### config.mk
export PLATFORM = sky130hd
export DESIGN_NAME = status_led_pattern_controller
export DESIGN_NICKNAME = d
export VERILOG_FILES = /design/src/hw/rtl/slpc_pkg.sv /design/src/hw/rtl/slpc_cfg_regs.sv /design/src/hw/rtl/slpc_core.sv /design/src/hw/rtl/status_led_pattern_controller.sv
export SDC_FILE = /design/constraint.sdc
export NUM_CORES = 1
export LEC_CHECK = 0
export ABC_AREA = 1
export CAP_MARGIN = 30
export CORE_MARGIN = 4
export CORE_UTILIZATION = 59
export CTS_BUF_LIST = sky130_fd_sc_hd__clkbuf_8
export CTS_CLUSTER_SIZE = 10
export DETAILED_ROUTE_END_ITERATION = 8
export DONT_BUFFER_PORTS = 1
export PLACE_DENSITY = 0.84
export SYNTH_ARGS = -nofsm -noshare
export SYNTH_HDL_FRONTEND = slang
export SYNTH_HIERARCHICAL = 1
export SYNTH_SLANG_ARGS = --single-unit
### constraint.sdc
create_clock -name clk -period 8.6 [get_ports clk]
set_input_delay 1.29 -clock clk [delete_from_list [all_inputs] [get_ports clk]]
set_output_delay 1.29 -clock clk [all_outputs]
set_load 0.005 [all_outputs]
### src/hw/rtl/slpc_pkg.sv
// Shared types and constants for the status LED pattern controller.
// Used by slpc_cfg_regs, slpc_core and status_led_pattern_controller.
package slpc_pkg;

  localparam int COUNT_BITS_DEF = 12;

  localparam int BLINK_W  = 8;
  localparam int FLASH_W  = 8;
  localparam int STALE_W  = 12;
  localparam int PERIOD_W = 12;

  localparam int CFG_IDX_W  = 3;
  localparam int CFG_DATA_W = 12;

  localparam logic [CFG_IDX_W-1:0] REG_BOOT_HALF   = 3'd0;
  localparam logic [CFG_IDX_W-1:0] REG_FLASH       = 3'd1;
  localparam logic [CFG_IDX_W-1:0] REG_STALE       = 3'd2;
  localparam logic [CFG_IDX_W-1:0] REG_BEAT_PERIOD = 3'd3;
  localparam logic [CFG_IDX_W-1:0] REG_ACTIVE_LOW  = 3'd4;

  localparam logic [BLINK_W-1:0]  RST_BOOT_HALF   = 8'd5;
  localparam logic [FLASH_W-1:0]  RST_FLASH       = 8'd2;
  localparam logic [STALE_W-1:0]  RST_STALE       = 12'd50;
  localparam logic [PERIOD_W-1:0] RST_BEAT_PERIOD = 12'd50;
  localparam logic                RST_ACTIVE_LOW  = 1'b1;

  typedef enum logic [1:0] {
    MODE_FAULT = 2'd0,
    MODE_BOOT  = 2'd1,
    MODE_RUN   = 2'd2
  } mode_t;

  typedef struct packed {
    logic [BLINK_W-1:0]  boot_half;
    logic [FLASH_W-1:0]  flash;
    logic [STALE_W-1:0]  stale;
    logic [PERIOD_W-1:0] beat_period;
    logic                active_low;
  } cfg_t;

  typedef struct packed {
    logic kick;
    logic set_ready;
    logic activity;
    logic fault_write;
    logic fault_value;
  } evt_t;

  typedef struct packed {
    logic  led_on;
    logic  pin_level;
    mode_t mode;
  } res_t;

endpackage

### src/hw/rtl/slpc_cfg_regs.sv
// Configuration register file of the status LED pattern controller.
// Depends on slpc_pkg for register indexes, widths and reset values.
module slpc_cfg_regs
  import slpc_pkg::*;
(
  input  logic                  clk,
  input  logic                  rst_n,
  input  logic                  wr_en,
  input  logic [CFG_IDX_W-1:0]  wr_idx,
  input  logic [CFG_DATA_W-1:0] wr_data,
  output cfg_t                  cfg
);

  cfg_t cfg_r;
  cfg_t cfg_nxt;

  always_comb begin
    cfg_nxt = cfg_r;
    if (wr_en) begin
      unique case (wr_idx)
        REG_BOOT_HALF:   cfg_nxt.boot_half   = wr_data[BLINK_W-1:0];
        REG_FLASH:       cfg_nxt.flash       = wr_data[FLASH_W-1:0];
        REG_STALE:       cfg_nxt.stale       = wr_data[STALE_W-1:0];
        REG_BEAT_PERIOD: cfg_nxt.beat_period = wr_data[PERIOD_W-1:0];
        REG_ACTIVE_LOW:  cfg_nxt.active_low  = wr_data[0];
        default:         cfg_nxt             = cfg_r;
      endcase
    end
  end

  always_ff @(posedge clk) begin
    if (!rst_n) begin
      cfg_r.boot_half   <= RST_BOOT_HALF;
      cfg_r.flash       <= RST_FLASH;
      cfg_r.stale       <= RST_STALE;
      cfg_r.beat_period <= RST_BEAT_PERIOD;
      cfg_r.active_low  <= RST_ACTIVE_LOW;
    end else begin
      cfg_r <= cfg_nxt;
    end
  end

  assign cfg = cfg_r;

endmodule

### src/hw/rtl/slpc_core.sv
// Tick state and LED decision logic of the status LED pattern controller.
// Depends on slpc_pkg; state advances on each committed tick.
module slpc_core
  import slpc_pkg::*;
#(
  parameter int COUNT_BITS = COUNT_BITS_DEF
) (
  input  logic clk,
  input  logic rst_n,
  input  cfg_t cfg,
  input  evt_t evt,
  input  logic commit,
  output res_t res
);

  localparam int CMP_W = (COUNT_BITS > STALE_W) ? COUNT_BITS : STALE_W;
  localparam logic [COUNT_BITS-1:0] CNT_MAX = {COUNT_BITS{1'b1}};

  logic [BLINK_W-1:0]    blink_count_r, blink_count_nxt;
  logic                  blink_phase_r, blink_phase_nxt;
  logic [COUNT_BITS-1:0] since_kick_r, since_kick_nxt;
  logic [COUNT_BITS-1:0] beat_wait_r, beat_wait_nxt;
  logic [FLASH_W-1:0]    flash_left_r, flash_left_nxt;
  logic                  ready_r, ready_nxt;
  logic                  fault_r, fault_nxt;
  logic                  act_pend_r, act_pend_nxt;

  logic [COUNT_BITS-1:0] sk;
  logic [COUNT_BITS-1:0] bw;
  logic [FLASH_W-1:0]    fl;
  logic [COUNT_BITS-1:0] beat_sat;
  logic [BLINK_W-1:0]    blink_inc;
  logic                  alive;
  logic                  led;
  mode_t                 mode;

  assign beat_sat = (CMP_W'(cfg.beat_period) > CMP_W'(CNT_MAX)) ? CNT_MAX
                                                                : COUNT_BITS'(cfg.beat_period);

  always_comb begin
    sk           = evt.kick ? '0 : since_kick_r;
    ready_nxt    = ready_r | evt.set_ready;
    act_pend_nxt = act_pend_r | evt.activity;
    fault_nxt    = evt.fault_write ? evt.fault_value : fault_r;
    bw           = beat_wait_r;
    fl           = flash_left_r;
    alive        = CMP_W'(sk) < CMP_W'(cfg.stale);
    led          = 1'b0;
    mode         = MODE_RUN;
    if (fault_nxt) begin
      mode = MODE_FAULT;
      led  = 1'b1;
    end else if (!ready_nxt) begin
      mode = MODE_BOOT;
      led  = ~blink_phase_r;
    end else begin
      if (act_pend_nxt) begin
        fl           = cfg.flash;
        act_pend_nxt = 1'b0;
      end
      if (alive && (bw == '0)) begin
        fl = cfg.flash;
        bw = beat_sat;
      end
      led = alive && (fl != '0);
    end
  end

  always_comb begin
    since_kick_nxt  = (sk != CNT_MAX) ? sk + COUNT_BITS'(1) : sk;
    beat_wait_nxt   = (bw != '0) ? bw - COUNT_BITS'(1) : bw;
    flash_left_nxt  = (fl != '0) ? fl - FLASH_W'(1) : fl;
    blink_inc       = blink_count_r + BLINK_W'(1);
    blink_count_nxt = blink_inc;
    blink_phase_nxt = blink_phase_r;
    if (blink_inc >= cfg.boot_half) begin
      blink_count_nxt = '0;
      blink_phase_nxt = ~blink_phase_r;
    end
  end

  always_ff @(posedge clk) begin
    if (!rst_n) begin
      blink_count_r <= '0;
      blink_phase_r <= 1'b0;
      since_kick_r  <= '0;
      beat_wait_r   <= '0;
      flash_left_r  <= '0;
      ready_r       <= 1'b0;
      fault_r       <= 1'b0;
      act_pend_r    <= 1'b0;
    end else if (commit) begin
      blink_count_r <= blink_count_nxt;
      blink_phase_r <= blink_phase_nxt;
      since_kick_r  <= since_kick_nxt;
      beat_wait_r   <= beat_wait_nxt;
      flash_left_r  <= flash_left_nxt;
      ready_r       <= ready_nxt;
      fault_r       <= fault_nxt;
      act_pend_r    <= act_pend_nxt;
    end
  end

  assign res.led_on    = led;
  assign res.pin_level = led ^ cfg.active_low;
  assign res.mode      = mode;

endmodule

### src/hw/rtl/status_led_pattern_controller.sv
// Status LED pattern controller: one transaction per loop tick in, one LED
// result per tick out. Input register, decision logic, result register.
// Depends on slpc_pkg, slpc_cfg_regs and slpc_core.
//
// Input channel (in_valid/in_stall) carries the events seen since the last
// tick: kick, set_ready, activity, fault_write with fault_value.
// Result channel (out_valid/out_stall) returns led_on, pin_level and mode
// (0 fault solid, 1 boot blink, 2 running heartbeat) for each tick.
// Configuration channel (cfg_valid/cfg_ready) writes one register by index;
// cfg_ready is always high. Write only while no tick is in flight.
// Flow: an accepted tick waits in the input register and moves into the
// result register once that is free. Throughput: one tick per cycle while
// out_stall is low, limited by the single input and result registers.
// Reset: synchronous, active low; all counters and flags clear, the
// registers return to 5, 2, 50, 50 and active low.
// Stall: a stalled result holds; one more tick is taken into the input
// register, after which in_stall rises until the result is taken.
module status_led_pattern_controller
  import slpc_pkg::*;
#(
  parameter int COUNT_BITS = COUNT_BITS_DEF
) (
  input  logic                  clk,
  input  logic                  rst_n,
  input  logic                  in_valid,
  output logic                  in_stall,
  input  logic                  in_kick,
  input  logic                  in_set_ready,
  input  logic                  in_activity,
  input  logic                  in_fault_write,
  input  logic                  in_fault_value,
  output logic                  out_valid,
  input  logic                  out_stall,
  output logic                  out_led_on,
  output logic                  out_pin_level,
  output logic [1:0]            out_mode,
  input  logic                  cfg_valid,
  output logic                  cfg_ready,
  input  logic [CFG_IDX_W-1:0]  cfg_index,
  input  logic [CFG_DATA_W-1:0] cfg_data
);

  cfg_t cfg;
  evt_t s1_evt_r;
  logic s1_vld_r;
  res_t core_res;
  res_t out_res_r;
  logic out_vld_r;
  logic out_free;
  logic s1_adv;
  logic in_acc;

  assign cfg_ready = 1'b1;
  assign out_free  = !out_vld_r || !out_stall;
  assign s1_adv    = s1_vld_r && out_free;
  assign in_stall  = s1_vld_r && !out_free;
  assign in_acc    = in_valid && !in_stall;

  slpc_cfg_regs u_cfg_regs (
    .clk     (clk),
    .rst_n   (rst_n),
    .wr_en   (cfg_valid && cfg_ready),
    .wr_idx  (cfg_index),
    .wr_data (cfg_data),
    .cfg     (cfg)
  );

  slpc_core #(
    .COUNT_BITS (COUNT_BITS)
  ) u_core (
    .clk    (clk),
    .rst_n  (rst_n),
    .cfg    (cfg),
    .evt    (s1_evt_r),
    .commit (s1_adv),
    .res    (core_res)
  );

  always_ff @(posedge clk) begin
    if (!rst_n) begin
      s1_vld_r  <= 1'b0;
      out_vld_r <= 1'b0;
    end else begin
      if (in_acc) begin
        s1_vld_r <= 1'b1;
      end else if (s1_adv) begin
        s1_vld_r <= 1'b0;
      end
      if (s1_adv) begin
        out_vld_r <= 1'b1;
      end else if (!out_stall) begin
        out_vld_r <= 1'b0;
      end
    end
  end

  always_ff @(posedge clk) begin
    if (in_acc) begin
      s1_evt_r.kick        <= in_kick;
      s1_evt_r.set_ready   <= in_set_ready;
      s1_evt_r.activity    <= in_activity;
      s1_evt_r.fault_write <= in_fault_write;
      s1_evt_r.fault_value <= in_fault_value;
    end
    if (s1_adv) begin
      out_res_r <= core_res;
    end
  end

  assign out_valid     = out_vld_r;
  assign out_led_on    = out_res_r.led_on;
  assign out_pin_level = out_res_r.pin_level;
  assign out_mode      = out_res_r.mode;

  a_fault_lit: assert property (@(posedge clk) disable iff (!rst_n)
    (out_vld_r && (out_res_r.mode == MODE_FAULT)) |-> out_res_r.led_on)
    else $error("fault mode result with LED dark");

  a_adv_fills_out: assert property (@(posedge clk) disable iff (!rst_n)
    s1_adv |=> out_vld_r)
    else $error("committed tick produced no result");

  a_stall_cause: assert property (@(posedge clk) disable iff (!rst_n)
    in_stall |-> (s1_vld_r && out_vld_r && out_stall))
    else $error("input stalled without a blocked result");

endmodule

==> impl_metrics.yaml <==
sta:
  max_freq_mhz: 302
  fin_crit_sh: 0.385
  hold_ws_ns: 0.470
  finalSetupViolations: 0
  finalMaxSlewViolations: 0
  tightest_slew_ns: 0.965
  period_needed_ns: 3.31
  slew_headroom: 0.354
  hold_viol_final: 0
  clock_skew_ns: 0.0140
  rsz0062_at_grt: "no"
  tns_ns: 0
setup_path:
  start_kind: "register"
  critPathCaptureType: "register"
  worstReg2RegStart: "s1_evt_r[4]"
  arrival_ns: 3.54
  crit_path_frequent_cell: "nand2_1"
  path_max_fanout: 17
  crit_chain: "inv_2 -> nand2_1 -> inv_1 -> ha_1 -> nand2_1 -> nor3_1 -> nand2_1 -> nor2_1 -> nand2_2 -> nand4_4 -> nor2_8 -> a21oi_2 -> ha_1 -> nand3_1 -> nor2_1 -> nand2_1 -> nor2_4 -> nand2_1 -> nand3_1 -> a21oi_1"
  cp-startpoint: "s1_evt_r[4]"
  crit_required_ns: 8.83
  crit_type: "reg -> reg"
  crit_path_max_incr_delay_ns: 0.55
  critPathSlowestCell: "edfxtp_1"
global_route:
  antenna_found_initial: 1
  grt_pass1_vias: 4679
  grt_max_degree: 56
  grt_pass1_wl_um: 21900
  grt_use_total: 0.238
  grt_overflow: 0
synthesis:
  synth.largest_area_cell: "dfxtp_1"
  syn-cell-area_um2: 5760
  yosysTopAreaCellShare: 0.302
  synth_nets: 906
  synthTopCellsByArea: "dfxtp_1 30%, nand2_1 15%, nor2_1 7.8%"
  yosysWarnings: 6
  yosysMostFrequentCell: "nand2_1"
  syn_inst: 858
  synthFlopType: "dfxtp_1"
  async_flop_share: 0
  synth_edf_count: 9
  seq_area_frac_synth: 0.349
  synthTopCellsByCount: "227 x nand2_1, 119 x nor2_1, 104 x inv_1, 87 x dfxtp_1, 78 x nand3_1"
  netlist-cell-type-count: 44
  syn_avg_cell_area_um2: 6.72
  ys_ff_latch: 96
pwr:
  ir_drop_mv: 0.105
  cellPowerDensity_nw_per_um2: 174
  p_leak_uw: 0.00276
  fin_total_pwr_uw: 1050
run_status:
  status: "complete, no violations"
routing:
  vias: 5199
  antenna_left: 0
  routed_wirelength_um: 13300
  firstDrtPassIters: 5
  vias_per_cell: 5.29
  wl_per_cell_um: 13.5
  drc: 0
  drt_iter0_drc: 347
placed_design:
  port_buffers: 0
  gp_congestion: 1.04
  dpl.hpwl_um: 9820
clock_tree:
  holdBufCountCts: 0
  htreeDepth: 3
  clock_path_buffers: 2
  cts_made_buffers: 9
  insertion_delay_ns: 0.37
  cts_num_sinks: 96
  postCtsSetupBuffers: 0
  clk_pin_slew_ns: 0.11
  cts_resized: 0
  cts_tree: "yes"
  root_buffer: "clkbuf_8"
final_layout:
  drive_above_1_share: 0.0786
  postLayoutCoreUtil: 0.641
  area_growth_pct: 4.17
  nets: 895
flow_run:
  drv_cap: 0
floorplan:
  die_w_um: 107
  dieArea_um2: 11400
  die_y_um: 107
  rows: 35
  fp.coreArea_um2: 9370
  ioPinCount: 32
  initial_core_util: 0.615
hold_path:
  worstHoldStart: "u_core/flash_left_r[2]"
  worstHoldPathType: "reg -> reg"
## layout make-up
type / instances / area, um^2
Antenna cell: 1 / 2.50
Clock buffer: 9 / 124
Clock inverter: 7 / 68.8
Fill cell: 865 / 3370
Inverter: 112 / 420
Multi-Input combinational cell: 625 / 3180
Sequential cell: 96 / 2010
Tap cell: 129 / 161
Timing Repair Buffer: 3 / 30.0
## metal layers
| layer | up-vias | global-route usage | share of wire |
|---|---|---|---|
| met4 | 0 | 0.0776 | 0.024 |
| met1 | 2298 | 0.314 | 0.45 |
| met5 | - | 0 | 0 |
| met2 | 153 | 0.395 | 0.47 |
| met3 | 23 | 0.0439 | 0.063 |
| li1 | 2725 | - | - |
## critical path, delay by kind of cell (launching register included)
family	cells	cell delay [ns]
buffers and inverters	2	0.19
AO/OA/AOI/OAI	2	0.40
adder cells (fa/ha/maj)	2	0.50
AND/OR/NAND/NOR	14	1.54
flip-flops	1	0.55
## state kept, by name, indices dropped and copies added, names as in the netlist
name	cells
out_led_on	1
u_core/blink_count_r	8
u_cfg_regs/cfg	41
u_core/ready_r	1
u_core/since_kick_r	12
s1_vld_r	1
out_valid	1
u_core/blink_phase_r	1
u_core/flash_left_r	8
u_core/fault_r	1
u_core/beat_wait_r	12
s1_evt_r	5
out_mode	2
out_pin_level	1
u_core/act_pend_r	1
## power breakdown
| group | internal [uW] | switching (uW) |
|---|---|---|
| Clock | 115 | 178 |
| Sequential | 473 | 16.8 |
| Combinational | 88.3 | 176 |
| Total | 677 | 370 |
## cell families after synthesis
kind of cell / share of synthesized area
AOI/OAI and AO/OA: 0.101
buffers and inverters: 0.0990
DFF: 0.349
other: 0.000651
adders and majority gates: 0.0499
and+or+nand+nor: 0.379
xor gates and xnor gates: 0.0213
## worst paths after layout
check                           end  slack (ns)  depth (start not counted)
max           u_core/beat_wait_r[1]        5.29                         20
min          u_core/flash_left_r[2]        0.47                          2
max reg2reg   u_core/beat_wait_r[1]        5.29                         20
min reg2reg  u_core/flash_left_r[2]        0.47                          2
## cell usage in the layout, fill, tap and decap left out, types with 6 or more instances in the layout
| cell type | netlist | layout |
|---|---|---|
| nor2_2 | 6 | 6 |
| nand4_1 | 11 | 11 |
| ha_1 | 23 | 23 |
| inv_1 | 104 | 104 |
| dfxtp_1 | 87 | 87 |
| nand2_2 | 7 | 7 |
| clkbuf_8 | 0 | 9 |
| xor2_1 | 10 | 10 |
| nand2_1 | 227 | 227 |
| nand3_1 | 78 | 78 |
| nor3_1 | 6 | 6 |
| nor2_4 | 10 | 10 |
| a21oi_1 | 50 | 49 |
| o21ai_0 | 26 | 26 |
| inv_2 | 6 | 6 |
| nor2_1 | 119 | 119 |
| edfxtp_1 | 9 | 9 |
## per-stage QoR
step,instances,area (um^2),worst slack [ns]
6_report,982,6000,5.29
5_1_grt,982,6000,5.02
3_5_place_dp,965,5810,5.37
3_3_place_gp,964,5790,5.44
2_1_floorplan,858,5760,5.68
4_1_cts,981,6000,5.33
No activity file was read; power rests on OpenSTA's default activity.
